==> config.mk <==
export PLATFORM = sky130hd
export DESIGN_NAME = lms_dp
export DESIGN_NICKNAME = d
export VERILOG_FILES = /design/src/design/lms_pkg.sv /design/src/design/lms_dp.sv
export VERILOG_INCLUDE_DIRS = /design/src /design/src/design
export SDC_FILE = /design/constraint.sdc
export NUM_CORES = 2
export LEC_CHECK = 0
export ABC_AREA = 1
export BUFFER_PORTS_ARGS = -buffer_cell sky130_fd_sc_hd__buf_4
export CORE_UTILIZATION = 55
export DETAILED_ROUTE_END_ITERATION = 8
export GPL_ROUTABILITY_DRIVEN = 0
export GPL_TIMING_DRIVEN = 0
export PLACE_DENSITY = 0.85
export SETUP_SLACK_MARGIN = 0.02
export SLEW_MARGIN = 15
export SYNTH_ARGS = -nofsm -noshare
export SYNTH_HDL_FRONTEND = slang
export SYNTH_SLANG_ARGS = --single-unit
export TNS_END_PERCENT = 100
==> constraint.sdc <==
create_clock -name i_clk -period 16.3 [get_ports i_clk]
set_input_delay 2.445 -clock i_clk [delete_from_list [all_inputs] [get_ports i_clk]]
set_output_delay 2.445 -clock i_clk [all_outputs]
set_load 0.01 [all_outputs]
==> src/design/assert_macros.svh <==
// Assertion macros shared by the adaptive filter modules.
// Each macro takes a label, the clock, the active-low reset and two expressions.
`ifndef ASSERT_MACROS_SVH
`define ASSERT_MACROS_SVH

// The consequent must hold in the same cycle as the antecedent.
`define LMS_ASSERT_IMPL(lbl, clk, rst_n, ante, cons) \
    lbl: assert property (@(posedge clk) disable iff (!rst_n) (ante) |-> (cons)) \
        else $error("lms assertion failed");

// The consequent must hold in the cycle after the antecedent.
`define LMS_ASSERT_NEXT(lbl, clk, rst_n, ante, cons) \
    lbl: assert property (@(posedge clk) disable iff (!rst_n) (ante) |=> (cons)) \
        else $error("lms assertion failed");

`endif

==> src/design/lms_pkg.sv <==
// Shared constants, controller states and the control bundle of the LMS filter.
// Used by the controller, the datapath and the top level; depends on nothing.
`default_nettype none

package lms_pkg;

    localparam int TAPS     = 256;
    localparam int IDX_W    = $clog2(TAPS);
    localparam int SAMPLE_W = 16;
    localparam int WEIGHT_W = 32;
    localparam int FRAC     = 24;
    localparam int SHIFT_W  = 6;
    localparam int PROD_W   = WEIGHT_W + SAMPLE_W;
    localparam int ACC_W    = PROD_W + $clog2(TAPS);
    localparam int Y_W      = ACC_W - FRAC;

    localparam logic [SHIFT_W-1:0] STEP_SHIFT_RESET = SHIFT_W'(19);

    typedef enum logic [2:0] {
        ST_CLEAR,
        ST_IDLE,
        ST_MAC,
        ST_MDRAIN,
        ST_FIN,
        ST_UPD,
        ST_UDRAIN
    } t_state;

    typedef struct packed {
        logic             clr;
        logic             start;
        logic             fin;
        logic             iss_vld;
        logic             iss_upd;
        logic [IDX_W-1:0] idx;
        logic             s_we;
        logic [IDX_W-1:0] s_waddr;
        logic [IDX_W-1:0] s_raddr;
    } t_lms_ctl;

endpackage

`default_nettype wire

==> src/design/lms_dp.sv <==
// Datapath of the LMS filter: shared multiplier, accumulator, error and weight update.
// Depends on lms_pkg and assert_macros.svh.
`default_nettype none
`include "assert_macros.svh"

module lms_dp (
    input  wire logic                                      i_clk,
    input  wire logic                                      i_rst_n,
    input  wire lms_pkg::t_lms_ctl                         i_ctl,
    input  wire logic signed [lms_pkg::SAMPLE_W-1:0]       i_desired,
    input  wire logic        [lms_pkg::SHIFT_W-1:0]        i_step_shift,
    input  wire logic signed [lms_pkg::WEIGHT_W-1:0]       i_w_rdata,
    input  wire logic signed [lms_pkg::SAMPLE_W-1:0]       i_s_rdata,
    output logic                                           o_w_we,
    output logic             [lms_pkg::IDX_W-1:0]          o_w_waddr,
    output logic             [lms_pkg::WEIGHT_W-1:0]       o_w_wdata,
    output logic                                           o_out_free,
    output logic                                           o_m_tvalid,
    input  wire logic                                      i_m_tready,
    output logic signed [lms_pkg::SAMPLE_W-1:0]            o_filter_out,
    output logic signed [lms_pkg::SAMPLE_W-1:0]            o_error_out
);

    import lms_pkg::*;

    localparam logic signed [Y_W:0] SAT_HI = (Y_W + 1)'(32767);
    localparam logic signed [Y_W:0] SAT_LO = (Y_W + 1)'(-32768);

    function automatic logic signed [SAMPLE_W-1:0] sat16(input logic signed [Y_W:0] v);
        logic signed [SAMPLE_W-1:0] res;
        if (v > SAT_HI) begin
            res = SAMPLE_W'(SAT_HI);
        end else if (v < SAT_LO) begin
            res = SAMPLE_W'(SAT_LO);
        end else begin
            res = SAMPLE_W'(v);
        end
        return res;
    endfunction

    logic signed [SAMPLE_W-1:0] r_desired;
    logic                       r_d_vld, r_d_upd;
    logic [IDX_W-1:0]           r_d_idx;
    logic                       r_p_vld, r_p_upd;
    logic [IDX_W-1:0]           r_p_idx;
    logic signed [PROD_W-1:0]   r_prod;
    logic signed [WEIGHT_W-1:0] r_w;
    logic signed [ACC_W-1:0]    r_acc;
    logic signed [SAMPLE_W-1:0] r_err;
    logic                       r_out_vld;
    logic signed [SAMPLE_W-1:0] r_y, r_e;

    logic signed [WEIGHT_W-1:0] w_mul_a;
    logic signed [PROD_W-1:0]   w_prod;
    logic signed [WEIGHT_W-1:0] w_delta;
    logic signed [WEIGHT_W:0]   w_sum;
    logic signed [WEIGHT_W-1:0] w_new;
    logic signed [Y_W-1:0]      w_y;
    logic signed [Y_W:0]        w_err_wide;

    // The filter pass multiplies weight by sample; the update pass multiplies error by sample.
    assign w_mul_a = r_d_upd ? WEIGHT_W'(r_err) : i_w_rdata;
    assign w_prod  = w_mul_a * i_s_rdata;

    assign w_delta = $signed(r_prod[WEIGHT_W-1:0]) >>> i_step_shift;
    assign w_sum   = {r_w[WEIGHT_W-1], r_w} + {w_delta[WEIGHT_W-1], w_delta};

    always_comb begin
        if (w_sum[WEIGHT_W] != w_sum[WEIGHT_W-1]) begin
            w_new = w_sum[WEIGHT_W] ? {1'b1, {(WEIGHT_W-1){1'b0}}}
                                    : {1'b0, {(WEIGHT_W-1){1'b1}}};
        end else begin
            w_new = w_sum[WEIGHT_W-1:0];
        end
    end

    assign w_y        = r_acc[ACC_W-1:FRAC];
    assign w_err_wide = (Y_W + 1)'(r_desired) - (Y_W + 1)'(w_y);

    always_ff @(posedge i_clk) begin
        if (!i_rst_n) begin
            r_d_vld   <= 1'b0;
            r_d_upd   <= 1'b0;
            r_p_vld   <= 1'b0;
            r_p_upd   <= 1'b0;
            r_out_vld <= 1'b0;
        end else begin
            r_d_vld <= i_ctl.iss_vld;
            r_d_upd <= i_ctl.iss_upd;
            r_p_vld <= r_d_vld;
            r_p_upd <= r_d_upd;
            if (i_ctl.fin) begin
                r_out_vld <= 1'b1;
            end else if (i_m_tready) begin
                r_out_vld <= 1'b0;
            end
        end
    end

    always_ff @(posedge i_clk) begin
        r_d_idx <= i_ctl.idx;
        r_p_idx <= r_d_idx;
        r_prod  <= w_prod;
        r_w     <= i_w_rdata;
        if (i_ctl.start) begin
            r_desired <= i_desired;
            r_acc     <= '0;
        end else if (r_p_vld && !r_p_upd) begin
            r_acc <= r_acc + ACC_W'(r_prod);
        end
        if (i_ctl.fin) begin
            r_err <= sat16(w_err_wide);
            r_e   <= sat16(w_err_wide);
            r_y   <= sat16((Y_W + 1)'(w_y));
        end
    end

    assign o_w_we       = i_ctl.clr || (r_p_vld && r_p_upd);
    assign o_w_waddr    = i_ctl.clr ? i_ctl.idx : r_p_idx;
    assign o_w_wdata    = i_ctl.clr ? '0 : w_new;
    assign o_out_free   = !r_out_vld || i_m_tready;
    assign o_m_tvalid   = r_out_vld;
    assign o_filter_out = r_y;
    assign o_error_out  = r_e;

    `LMS_ASSERT_NEXT(a_fin_loads_out, i_clk, i_rst_n, i_ctl.fin, r_out_vld)
    `LMS_ASSERT_IMPL(a_clear_pipe_empty, i_clk, i_rst_n, i_ctl.clr, !r_d_vld && !r_p_vld)

endmodule

`default_nettype wire

==> reports/qor.yml <==
cp-start-kind: "input pin"
skew_ps: 59.64
fin_crit_sh_pct: 58.57
viasPerCell: 5.780
cts_htree_levels: 1
synth-xor-area-share_pct: 2.952
clkTransAtPathRegs_ps: 60
ys_warn_count: 0
ant_nets: 0
die_x_um: 253.1
vias: 34150
cts.repair.resized: 0
arrival_ps: 9960
cp_max_fo: 10
clk_latency_ps: 580
final_nets: 5876
fillCellCount: 5482
cts_setup_buffers: 0
firstDrtPassIters: 9
dpl_cell_area_um2: 36820
final_cell_area_um2: 37690
synth_area_leader_cell: "fa_1"
cts_buffer_depth: 3
grt_pass1_wl_um: 177100
start_util_pct: 55.98
cp-end-kind: "register"
synthMuxAreaShare_pct: 0.2021
yosys-top-cells-area: "fa_1, nand2_1, inv_1"
maxCapViolCount: 0
synth_common_cells: "nand2_1, inv_1, nor2_1"
slew_headroom_pct: 10.58
grt_usage_pct: 35.86
synth-simple-area-share_pct: 23.01
required_ps: 16710
antenna_found_initial: 11
cpPeakStageDelay_ps: 990
crit_type: "in -> reg"
crit_family: "adder cells"
cts_sinks: 205
io_pins: 178
cts_tree: "yes"
coreArea_um2: 61940
drv_slew: 0
yosysMostFrequentCell: "nand2_1"
grt_max_degree: 34
cp_num_buf_inv: 7
grt-ovfl-total: 0
synth_compound_area_share_pct: 10.60
yosysTopAreaCellShare_pct: 28.24
worstHoldPathType: "reg -> reg"
grt_pass1_vias: 33580
dieArea_um2: 64050
status: "finished, final reports clean"
ys_ff_latch: 205
grt_setup_unrepaired: "no"
areaGrowthSynthToFinish_pct: 8.712
fin_crit_ps: 9547
rows: 91
portBuffers: 147
crit_top_cell: "fa_1"
slowest_stage: "a21oi_1"
netlist_instances: 4878
ys_types: 55
yosysSeqAreaShare_pct: 13.22
setup_violations: 0
avgSynthCellArea_um2: 7.108
worstMarginPinSlew_ps: 1341
crit_path_cell_trace: "buf_4 > a21oi_1 > clkinv_1 > nand2_1 > fa_1 > fa_1 > fa_1 > inv_1 > fa_1 > fa_1 > inv_1 > fa_1 > inv_1 > ha_1 > a21oi_1 > inv_1 > a21oi_1 > inv_1 > a21boi_0 > o21ai_0 > nand2_1 > nand3_1 > xor2_1"
wirelength_um: 114100
fmax_ghz: 0.1047
fin_tns_setup_ps: 0
synthArstFlopShare_pct: 0
drc: 0
hold_buffers: 0
syn_area_um2: 34670
synth_enable_flop_cells: 48
cts_buffers: 24
die_h_um: 253.1
syn_nets: 5703
finalHoldViolCount: 0
synth_fa_ha_area_share_pct: 36.64
drtIter0Drc: 4092
synth-main-ff-cell: "dfxtp_1"
drive_above_1_share_pct: 5.386
dp_hpwl_um: 94700
r2r_slack_ps: 7540
synth_top_family_by_area: "adder cells"
wl_per_cell_um: 19.32
cts-root-buf: "clkbuf_16"
area by class of cell:
cell class | count | area (um^2) | area share, %
clock buffer | 29 | 671.9 | 1.783
sequential | 205 | 4584 | 12.16
multi-input combinational | 3458 | 25470 | 67.58
antenna | 3 | 7.507 | 0.01992
buffer | 121 | 529.3 | 1.404
tap | 837 | 1047 | 2.779
timing repair buffer | 147 | 1104 | 2.928
clock inverter | 15 | 167.7 | 0.4448
inverter | 1094 | 4106 | 10.89
layer usage:
metal  vias to the layer above  GRT usage [%]  routed length [um]
met2                      2503          55.60               48950
li1                      15300              -                   -
met1                     15730          43.73               40300
met4                        12          24.43                9387
met3                       606          9.488               15420
met5                         -              0                  76
placed cells by master (no fill, tap or decap), types with 20 or more instances in the layout:
master and n:
nand3_1 179, nor2_1 533, ha_1 233, o211ai_1 20
clkbuf_1 99, a21oi_1 241, buf_4 147, fa_1 489
a31oi_1 36, xor2_1 75, a21o_1 21, o21ai_0 234
o21bai_1 24, clkbuf_16 26, xnor2_1 40, edfxtp_1 48
nand4_1 45, dfxtp_1 157, clkinv_1 24, or2_2 24
inv_1 1067, nand2_1 1106, nor3_1 24, o221ai_1 24
sequential cells by signal (all words and copies together) (netlist names):
register      count
r_d_idx           8
r_p_upd           1
r_w              32
r_p_idx           8
r_prod           48
r_desired        16
o_filter_out     16
o_error_out      16
r_d_vld           1
r_d_upd           1
o_m_tvalid        1
r_p_vld           1
r_acc            56
through the flow:
stage                     std cells  hold slack, ps  util, %  worst slack, ps
after global placement         5862           309.7    59.45             6633
after floorplan                4878           309.6        -             8185
after CTS                      5906           327.5    60.80             7131
after detailed placement       5862           312.8    59.45             6618
after global routing           5907           329.6    60.84             6680
final                          5909           328.5    60.85             6753
logic make-up after synthesis:
kind of cell / after synthesis
fa+ha+maj: 722
compound gates: 648
xor+xnor: 116
flops: 205
simple gates: 1965
buf+inv: 1215
mux: 7
path summary, 6_finish.rpt:
kind	start	to	cells after the start
worst max-delay path	i_w_rdata[16]	r_prod[40]	23
worst max register to register	r_d_upd	r_prod[40]	26
worst min-delay path	r_d_idx[6]	r_p_idx[6]	0
worst min register to register	r_d_idx[6]	r_p_idx[6]	0
Power is not shown: default switching activity piles up to over one toggle a cycle in this logic, so the estimate is an artifact.
