===== config.mk =====
export PLATFORM = sky130hd
export DESIGN_NAME = lms_ctrl
export DESIGN_NICKNAME = d
export VERILOG_FILES = /design/src/design/lms_pkg.sv /design/src/design/lms_ctrl.sv
export VERILOG_INCLUDE_DIRS = /design/src /design/src/design
export SDC_FILE = /design/constraint.sdc
export NUM_CORES = 1
export LEC_CHECK = 0
export BUFFER_PORTS_ARGS = -buffer_cell sky130_fd_sc_hd__buf_4
export CORE_UTILIZATION = 45
export DETAILED_ROUTE_END_ITERATION = 8
export HOLD_SLACK_MARGIN = 0.05
export PLACE_DENSITY = 0.72
export SYNTH_ARGS = -nofsm -noshare
export SYNTH_HDL_FRONTEND = slang
export SYNTH_SLANG_ARGS = --single-unit

===== constraint.sdc =====
create_clock -name i_clk -period 2 [get_ports i_clk]
set_input_delay 0.4 -clock i_clk [delete_from_list [all_inputs] [get_ports i_clk]]
set_output_delay 0.4 -clock i_clk [all_outputs]
set_load 0.005 [all_outputs]

===== src/design/assert_macros.svh =====
// Assertion macros shared by the adaptive filter modules.
// Each macro takes a label, the clock, the active-low reset and two expressions.
`ifndef ASSERT_MACROS_SVH
`define ASSERT_MACROS_SVH

// The consequent must hold in the same cycle as the antecedent.
`define LMS_ASSERT_IMPL(lbl, clk, rst_n, ante, cons) \
    lbl: assert property (@(posedge clk) disable iff (!rst_n) (ante) |-> (cons)) \
        else $error("lms assertion failed");

// The consequent must hold in the cycle after the antecedent.
`define LMS_ASSERT_NEXT(lbl, clk, rst_n, ante, cons) \
    lbl: assert property (@(posedge clk) disable iff (!rst_n) (ante) |=> (cons)) \
        else $error("lms assertion failed");

`endif


===== src/design/lms_pkg.sv =====
// Shared constants, controller states and the control bundle of the LMS filter.
// Used by the controller, the datapath and the top level; depends on nothing.
`default_nettype none

package lms_pkg;

    localparam int TAPS     = 256;
    localparam int IDX_W    = $clog2(TAPS);
    localparam int SAMPLE_W = 16;
    localparam int WEIGHT_W = 32;
    localparam int FRAC     = 24;
    localparam int SHIFT_W  = 6;
    localparam int PROD_W   = WEIGHT_W + SAMPLE_W;
    localparam int ACC_W    = PROD_W + $clog2(TAPS);
    localparam int Y_W      = ACC_W - FRAC;

    localparam logic [SHIFT_W-1:0] STEP_SHIFT_RESET = SHIFT_W'(19);

    typedef enum logic [2:0] {
        ST_CLEAR,
        ST_IDLE,
        ST_MAC,
        ST_MDRAIN,
        ST_FIN,
        ST_UPD,
        ST_UDRAIN
    } t_state;

    typedef struct packed {
        logic             clr;
        logic             start;
        logic             fin;
        logic             iss_vld;
        logic             iss_upd;
        logic [IDX_W-1:0] idx;
        logic             s_we;
        logic [IDX_W-1:0] s_waddr;
        logic [IDX_W-1:0] s_raddr;
    } t_lms_ctl;

endpackage

`default_nettype wire


===== src/design/lms_ctrl.sv =====
// Sequencer of the LMS filter: clearing sweep, filter pass, update pass, delay-line pointer.
// Depends on lms_pkg and assert_macros.svh.
`default_nettype none
`include "assert_macros.svh"

module lms_ctrl (
    input  wire logic              i_clk,
    input  wire logic              i_rst_n,
    input  wire logic              i_s_tvalid,
    output logic                   o_s_tready,
    input  wire logic              i_out_free,
    output lms_pkg::t_lms_ctl      o_ctl
);

    import lms_pkg::*;

    localparam logic [IDX_W-1:0] LAST = IDX_W'(TAPS - 1);

    t_state           r_state, n_state;
    logic [IDX_W-1:0] r_idx, n_idx;
    logic [IDX_W-1:0] r_head, n_head;
    logic [IDX_W-1:0] r_base, n_base;
    logic             r_drain, n_drain;
    logic [IDX_W-1:0] w_raddr;

    always_ff @(posedge i_clk) begin
        if (!i_rst_n) begin
            r_state <= ST_CLEAR;
            r_idx   <= '0;
            r_head  <= '0;
            r_base  <= '0;
            r_drain <= 1'b0;
        end else begin
            r_state <= n_state;
            r_idx   <= n_idx;
            r_head  <= n_head;
            r_base  <= n_base;
            r_drain <= n_drain;
        end
    end

    // Tap i of the delay line sits i places behind the newest sample, modulo the depth.
    always_comb begin
        if (r_base >= r_idx) begin
            w_raddr = r_base - r_idx;
        end else begin
            w_raddr = IDX_W'({1'b0, r_base} + (IDX_W + 1)'(TAPS) - {1'b0, r_idx});
        end
    end

    always_comb begin
        n_state = r_state;
        n_idx   = r_idx;
        n_head  = r_head;
        n_base  = r_base;
        n_drain = r_drain;

        o_ctl         = '0;
        o_ctl.idx     = r_idx;
        o_ctl.s_waddr = r_head;
        o_ctl.s_raddr = w_raddr;

        unique case (r_state)
            ST_CLEAR: begin
                o_ctl.clr     = 1'b1;
                o_ctl.s_we    = 1'b1;
                o_ctl.s_waddr = r_idx;
                if (r_idx == LAST) begin
                    n_idx   = '0;
                    n_state = ST_IDLE;
                end else begin
                    n_idx = r_idx + 1'b1;
                end
            end
            ST_IDLE: begin
                if (i_s_tvalid) begin
                    o_ctl.start = 1'b1;
                    o_ctl.s_we  = 1'b1;
                    n_base      = r_head;
                    n_head      = (r_head == LAST) ? '0 : r_head + 1'b1;
                    n_idx       = '0;
                    n_state     = ST_MAC;
                end
            end
            ST_MAC: begin
                o_ctl.iss_vld = 1'b1;
                if (r_idx == LAST) begin
                    n_idx   = '0;
                    n_drain = 1'b0;
                    n_state = ST_MDRAIN;
                end else begin
                    n_idx = r_idx + 1'b1;
                end
            end
            ST_MDRAIN: begin
                n_drain = 1'b1;
                if (r_drain) begin
                    n_state = ST_FIN;
                end
            end
            ST_FIN: begin
                if (i_out_free) begin
                    o_ctl.fin = 1'b1;
                    n_idx     = '0;
                    n_state   = ST_UPD;
                end
            end
            ST_UPD: begin
                o_ctl.iss_vld = 1'b1;
                o_ctl.iss_upd = 1'b1;
                if (r_idx == LAST) begin
                    n_idx   = '0;
                    n_drain = 1'b0;
                    n_state = ST_UDRAIN;
                end else begin
                    n_idx = r_idx + 1'b1;
                end
            end
            ST_UDRAIN: begin
                n_drain = 1'b1;
                if (r_drain) begin
                    n_state = ST_IDLE;
                end
            end
            default: begin
                n_idx   = '0;
                n_state = ST_CLEAR;
            end
        endcase
    end

    assign o_s_tready = (r_state == ST_IDLE);

    `LMS_ASSERT_NEXT(a_accept_starts_mac, i_clk, i_rst_n, i_s_tvalid && o_s_tready, (r_state == ST_MAC) && (r_idx == '0))
    `LMS_ASSERT_IMPL(a_fin_needs_slot, i_clk, i_rst_n, o_ctl.fin, i_out_free)
    `LMS_ASSERT_NEXT(a_mac_ends, i_clk, i_rst_n, (r_state == ST_MAC) && (r_idx == LAST), r_state == ST_MDRAIN)

endmodule

`default_nettype wire


==> flow_summary.json, run 1 <==
{
  "rr_worst_depth": 7,
  "cp.required_ps": 1600,
  "synth_cell_type_count": 42,
  "worst_hold_path.endpoint": "r_head[7]",
  "hold_class": "primary input to flop",
  "drtIter0Drc": 37,
  "routed-via-count": 1672,
  "setup_viol": 5,
  "antenna_left": 0,
  "final_hold_viol_count": 0,
  "synth_area_leader_cell": "dfxtp_1",
  "cts.path.max_buffers": 2,
  "clock-skew-final_ps": 1.86,
  "first_pass_grt_wire_length_mm": 7.41,
  "rrSetupSlack_ps": 250,
  "worstPathCellList": "inv_2 > ha_4 > fa_2 > nor2b_2 > o21ai_2 > nand2b_4 > a2111oi_4 > nand3b_1 > buf_4",
  "maxSlewViolCount": 0,
  "synth_fa_ha_area_share_pct": 7.67,
  "number_of_remaining_drc_errors": 0,
  "leakage_nw": 1.04,
  "detailed_place_hpwl_mm": 3.13,
  "power-per-cell-area_mw_per_mm2": 962,
  "cp_class": "flop to primary output",
  "vias_per_cell": 5.14,
  "floorplan.die_area_sq_mm": 0.00409,
  "clock.fmax_mhz": 430,
  "failed_checks": "negative setup slack",
  "grt_antenna_before_repair": 0,
  "sequential_share_of_the_synthesized_area_pct": 32.4,
  "worst-endpoint-arrival_ps": 1920,
  "share_of_cells_above_drive_strength_1_pct": 39.7,
  "clkLatencyLatePin_ps": 270,
  "utilization_pct": 66.9,
  "timing_worst_slew_pin_value_ps": 763,
  "synth.top_cell.area_share_pct": 32.4,
  "maximum_fanout_along_the_worst_path": 2,
  "netlist_top_cells_area": "dfxtp_1, xnor2_1, nand2_1",
  "postLayoutSetupSlackWorst_ps": -325,
  "worst_setup_path_start_kind": "flop",
  "via_count_of_the_first_global_routing_pass": 1564,
  "timing.max_cap.violations": 0,
  "rsz0062_at_grt": "true",
  "ir_drop_mv": 0.451,
  "layout.cells.most_common_list": "buf_4, nand2_1, nor2_1",
  "syn_to_final_growth_pct": 41.6,
  "reg2reg_to": "r_state[1]",
  "synthArstFlopShare_pct": 0,
  "initial_utilization_pct": 47.2,
  "clkSinkCount": 28,
  "clk_pin_slew_worst_setup_hold_paths_ps": 90,
  "status": "complete, but fails checks",
  "regToRegStartpoint": "r_idx[0]",
  "num_rows": 22,
  "tritoncts.num_buffers": 3,
  "synth_compound_area_share_pct": 12.5,
  "post_synth_inst_count": 219,
  "syn_area_per_cell_sq_um": 7.90,
  "synthXorXnorAreaFrac_pct": 10.1,
  "boundaryPins": 35,
  "grt_usage_pct": 23.2,
  "tritoncts": "done",
  "clock_tree.root_cell": "clkbuf_8",
  "detail_routed_net_length_per_standard_cell_um": 14.0,
  "launch_point_of_the_worst_hold_path": "i_rst_n",
  "total_power_mw": 2.36,
  "dominant_combinational_cell_family_by_area_after_synthesis": "simple AND/OR/NAND/NOR gates",
  "synth_enable_flop_cells": 0,
  "synth_mux_area_share_pct": 3.84,
  "hold_depth": 3,
  "ys.flop_type": "dfxtp_1",
  "critPathMaxStageDelay_ps": 400,
  "layout_commonest_cell": "buf_4",
  "overflow_after_grt": 0,
  "cts_hold_buffers": 0,
  "place.port_buffers": 34,
  "ys_ff_latch": 28,
  "max_slew_margin_pct": 48.8,
  "diodes": 0,
  "die_h_um": 64.0,
  "final_layout_net_count": 292,
  "postSynthNetCount": 233,
  "cpMaxStageDelayCell": "fa_2",
  "fp.dieW_um": 64.0,
  "finalCritPeriodShare_pct": 116,
  "grt_start_max_net_pins": 17,
  "gp_congestion": 0.825,
  "cts.htree.levels": 1,
  "detail_route.wirelength_mm": 4.53,
  "core_region_area_sq_mm": 0.00366,
  "synth_simple_gate_area_share_pct": 27.4,
  "detail_route.first_pass.iterations": 4,
  "timing.critical_path.to_type": "primary output",
  "mappedNetlistArea_sq_mm": 0.00173,
  "timing.final.crit_period_ps": 2320,
  "synthesis.yosys.warnings": 0
}
Yosys cell counts (all sizes together) (2+ instances only):
master  count
nand3       4
nand2      34
a211oi      2
mux2        5
nand3b      2
nor2       25
dfxtp      28
buf         5
ha          9
nor2b       4
and2        2
nand4       6
inv        17
a21oi      17
and3        3
clkbuf      2
xnor2      16
or3         3
xor2        4
o21ai       9
and3b       2
nor3        6
a21o        2
worst max-delay path, delay by kind of cell (launching register included):
family | cells | cell delay [ps]
AO/OA/AOI/OAI | 2 | 170
flip-flops | 1 | 350
buffers and inverters | 2 | 180
adder cells (fa/ha/maj) | 2 | 560
AND/OR/NAND/NOR | 3 | 400
layer usage:
metal / up-vias / global-route usage, % / part of all wire (%) / wire, um
met4: 0 / 7.39 / 1.1 / 48
met3: 6 / 2.14 / 2.0 / 91
met1: 788 / 30.5 / 47 / 2110
li1: 855 / - / - / -
met2: 23 / 39.6 / 50 / 2280
met5: - / 0 / 0 / 0
layout make-up:
class,count,area (sq um)
clock buffer,4,55.1
fill,336,1210
inverter,18,70.1
multi-input combinational,166,1220
sequential,28,578
tap,48,60.1
timing repair buffer,61,467
kinds of logic (layout without fill, tap and decap cells):
kind of cell / count (synthesis) / after routing
simple gates: 94 / 94
compound gates: 36 / 36
flops: 28 / 28
buf+inv: 25 / 83
xor+xnor: 20 / 20
fa+ha+maj: 10 / 10
mux: 6 / 6
stage by stage:
| stage | TNS (ps) | instances | worst slack, ps | instance area, sq um | hold WS (ps) |
|---|---|---|---|---|---|
| after floorplan | 0 | 219 | 30.4 | 1740 | 436 |
| after global placement | 0 | 314 | 4.35 | 2170 | 448 |
| after detailed placement | -228 | 314 | -130 | 2170 | 454 |
| after CTS | -893 | 320 | -310 | 2340 | 426 |
| after global routing | -1490 | 325 | -411 | 2450 | 427 |
| final | -1080 | 325 | -325 | 2450 | 432 |
registers in the layout, indices dropped and copies added (netlist names):
| signal | count |
|---|---|
| r_state | 3 |
| r_drain | 1 |
| r_base | 8 |
| r_head | 8 |
| r_idx | 8 |
report_power, final:
part | internal [mW] | switching [mW] | leakage [nW]
sequential | 0.597 | 0.0476 | 0.231
combinational | 0.805 | 0.563 | 0.784
clock | 0.176 | 0.168 | 0.0288
how the worst max path moves through the flow:
stage | startpoint | endpoint
4_1_cts | r_base[0] | o_ctl[6]
5_1_grt | r_base[0] | o_ctl[6]
3_5_place_dp | r_base[0] | o_ctl[6]
6_report | r_base[0] | o_ctl[6]
2_1_floorplan | r_idx[2] | o_ctl[6]
3_3_place_gp | r_idx[2] | o_ctl[6]
what timing repair did:
action / in CTS / in global routing
endpoints found under the setup margin: 12 / 12
pin swaps: 7 / 8
resized for setup: 26 / 18
gates cloned: 0 / 1
setup buffers: 2 / 4
endpoints found under the hold margin: 0 / 0
(Power assumes the default switching activity.)
==> run 2: changes to the inputs <==
--- a/config.mk
+++ b/config.mk
@@ -7,7 +7,9 @@
 export NUM_CORES = 1
 export LEC_CHECK = 0
 export BUFFER_PORTS_ARGS = -buffer_cell sky130_fd_sc_hd__buf_4
+export CORE_MARGIN = 10
 export CORE_UTILIZATION = 45
+export CTS_BUF_LIST = sky130_fd_sc_hd__clkbuf_16
 export DETAILED_ROUTE_END_ITERATION = 8
 export HOLD_SLACK_MARGIN = 0.05
 export PLACE_DENSITY = 0.72
==> flow_summary.json, run 2 (synthesized netlist as in run 1, its figures left out) <==
{
  "vias_per_cell": 5.16,
  "gp_congestion": 0.838,
  "overflow_after_grt": 0,
  "initial_utilization_pct": 46.9,
  "clock_tree.root_cell": "clkbuf_16",
  "clk_pin_slew_worst_setup_hold_paths_ps": 70,
  "tritoncts": "done",
  "power-per-cell-area_mw_per_mm2": 960,
  "maximum_fanout_along_the_worst_path": 2,
  "worstPathCellList": "inv_2 > ha_4 > fa_2 > nor2b_1 > o21ai_1 > nand2b_1 > buf_4 > xor2_1 > buf_4",
  "clkLatencyLatePin_ps": 260,
  "place.port_buffers": 34,
  "failed_checks": "negative setup slack",
  "launch_point_of_the_worst_hold_path": "i_rst_n",
  "fin_tns_setup_ps": -686,
  "syn_to_final_growth_pct": 39.1,
  "cpMaxStageDelayCell": "fa_2",
  "status": "complete, but fails checks",
  "rsz0062_at_grt": "true",
  "postLayoutSetupSlackWorst_ps": -231,
  "tritoncts.num_buffers": 3,
  "boundaryPins": 35,
  "clock-skew-final_ps": 4.05,
  "max_slew_margin_pct": 65.6,
  "maxSlewViolCount": 0,
  "number_of_remaining_drc_errors": 0,
  "cts.htree.levels": 1,
  "hold_class": "primary input to flop",
  "timing.final.crit_period_ps": 2230,
  "seqCellArea_sq_um": 571,
  "diodes": 0,
  "multi_input_comb_area_sq_mm": 0.00116,
  "grt_antenna_before_repair": 0,
  "critPathMaxStageDelay_ps": 360,
  "via_count_of_the_first_global_routing_pass": 1539,
  "timing_worst_slew_pin_value_ps": 516,
  "detailed_place_hpwl_mm": 3.52,
  "regToRegStartpoint": "r_idx[1]",
  "setup_viol": 4,
  "final_hold_viol_count": 0,
  "clkSinkCount": 28,
  "share_of_cells_above_drive_strength_1_pct": 34.1,
  "critical_path.most_common_cell": "buf_4",
  "routed-via-count": 1671,
  "leakage_nw": 1.03,
  "final_layout_net_count": 291,
  "num_rows": 22,
  "detail_route.wirelength_mm": 4.53,
  "cp_class": "flop to primary output",
  "timing.max_cap.violations": 0,
  "first_pass_grt_wire_length_mm": 7.33,
  "ir_drop_mv": 0.439,
  "drtIter0Drc": 84,
  "worst-endpoint-arrival_ps": 1830,
  "fp.dieW_um": 82.0,
  "finalCritPeriodShare_pct": 112,
  "timing.critical_path.to_type": "primary output",
  "grt_usage_pct": 13.6,
  "total_power_mw": 2.31,
  "cts_hold_buffers": 0,
  "antenna_left": 0,
  "clock.fmax_mhz": 448,
  "die_h_um": 82.0,
  "start_point_of_the_critical_path": "r_base[0]",
  "worst_setup_path_start_kind": "flop",
  "core_region_area_sq_mm": 0.00369,
  "final_standard_cell_area_without_fillers_sq_mm": 0.00240,
  "detail_routed_net_length_per_standard_cell_um": 14.0,
  "grt_start_max_net_pins": 17,
  "layout_commonest_cell": "buf_4",
  "fillCellCount": 327,
  "placed_cell_area_sq_mm": 0.00217,
  "layout.cells.most_common_list": "buf_4, nand2_1, nor2_1",
  "cts.path.max_buffers": 2,
  "detail_route.first_pass.iterations": 4,
  "floorplan.die_area_sq_mm": 0.00672,
  "largestRegisters": "r_base x8, r_head x8, r_idx x8",
  "cp.required_ps": 1600
}
run 2: cell types whose count changed in the layout (fill, tap and decap cells not counted), sizes merged:
| cell | change |
|---|---|
| clkbuf | -1 |
| clkinv | +2 |
| inv | -1 |
| buf | -1 |
run 2: final timing paths:
check	endpoint	slack, ps	cells past startpoint
hold reg to reg	r_base[5]	480	2
setup reg to reg	r_state[1]	230	8
hold / removal	r_head[5]	440	3
setup / recovery	o_ctl[4]	-230	9
run 2: per-stage QoR:
step           utilization (%)  hold WS (ps)  cells  worst slack (ps)
2_1_floorplan                -           436    219              30.4
3_5_place_dp              58.9           458    315             -64.8
5_1_grt                   65.2           457    324              -322
3_3_place_gp              58.9           451    315              3.70
6_report                  65.2           444    324              -231
4_1_cts                   62.9           446    321              -251
run 2: where the power goes:
part,internal (mW),switching (mW)
sequential,0.603,0.0565
combinational,0.696,0.496
clock,0.268,0.188
total,1.57,0.740
run 2: critical path, delay by kind of cell (launching register included):
family / cells / cell delay, ps
xor+xnor: 1 / 140
simple gates: 2 / 220
flops: 1 / 330
buf+inv: 3 / 300
compound gates: 1 / 60
fa+ha+maj: 2 / 510
run 2: layer usage:
metal / share of wire, % / GRT usage (%) / up-vias
met5: 0 / 0 / -
met4: 0.69 / 4.08 / 0
met3: 5.7 / 2.51 / 4
met2: 49 / 22.9 / 34
met1: 45 / 17.3 / 776
li1: - / - / 857
run 2: cell type report:
type,instances,share of cell area [%]
multi-input cells,166,48.3
repair buffers,60,19.3
flip-flops and latches,28,23.7
clock buffers,3,3.12
well taps,48,2.50
clock inverters,1,0.156
inverters,18,2.97
run 2: what timing repair did:
action	in CTS	in global routing
pin swaps	7	4
endpoints found under the setup margin	9	11
gates resized for setup	14	8
buffers inserted	2	3
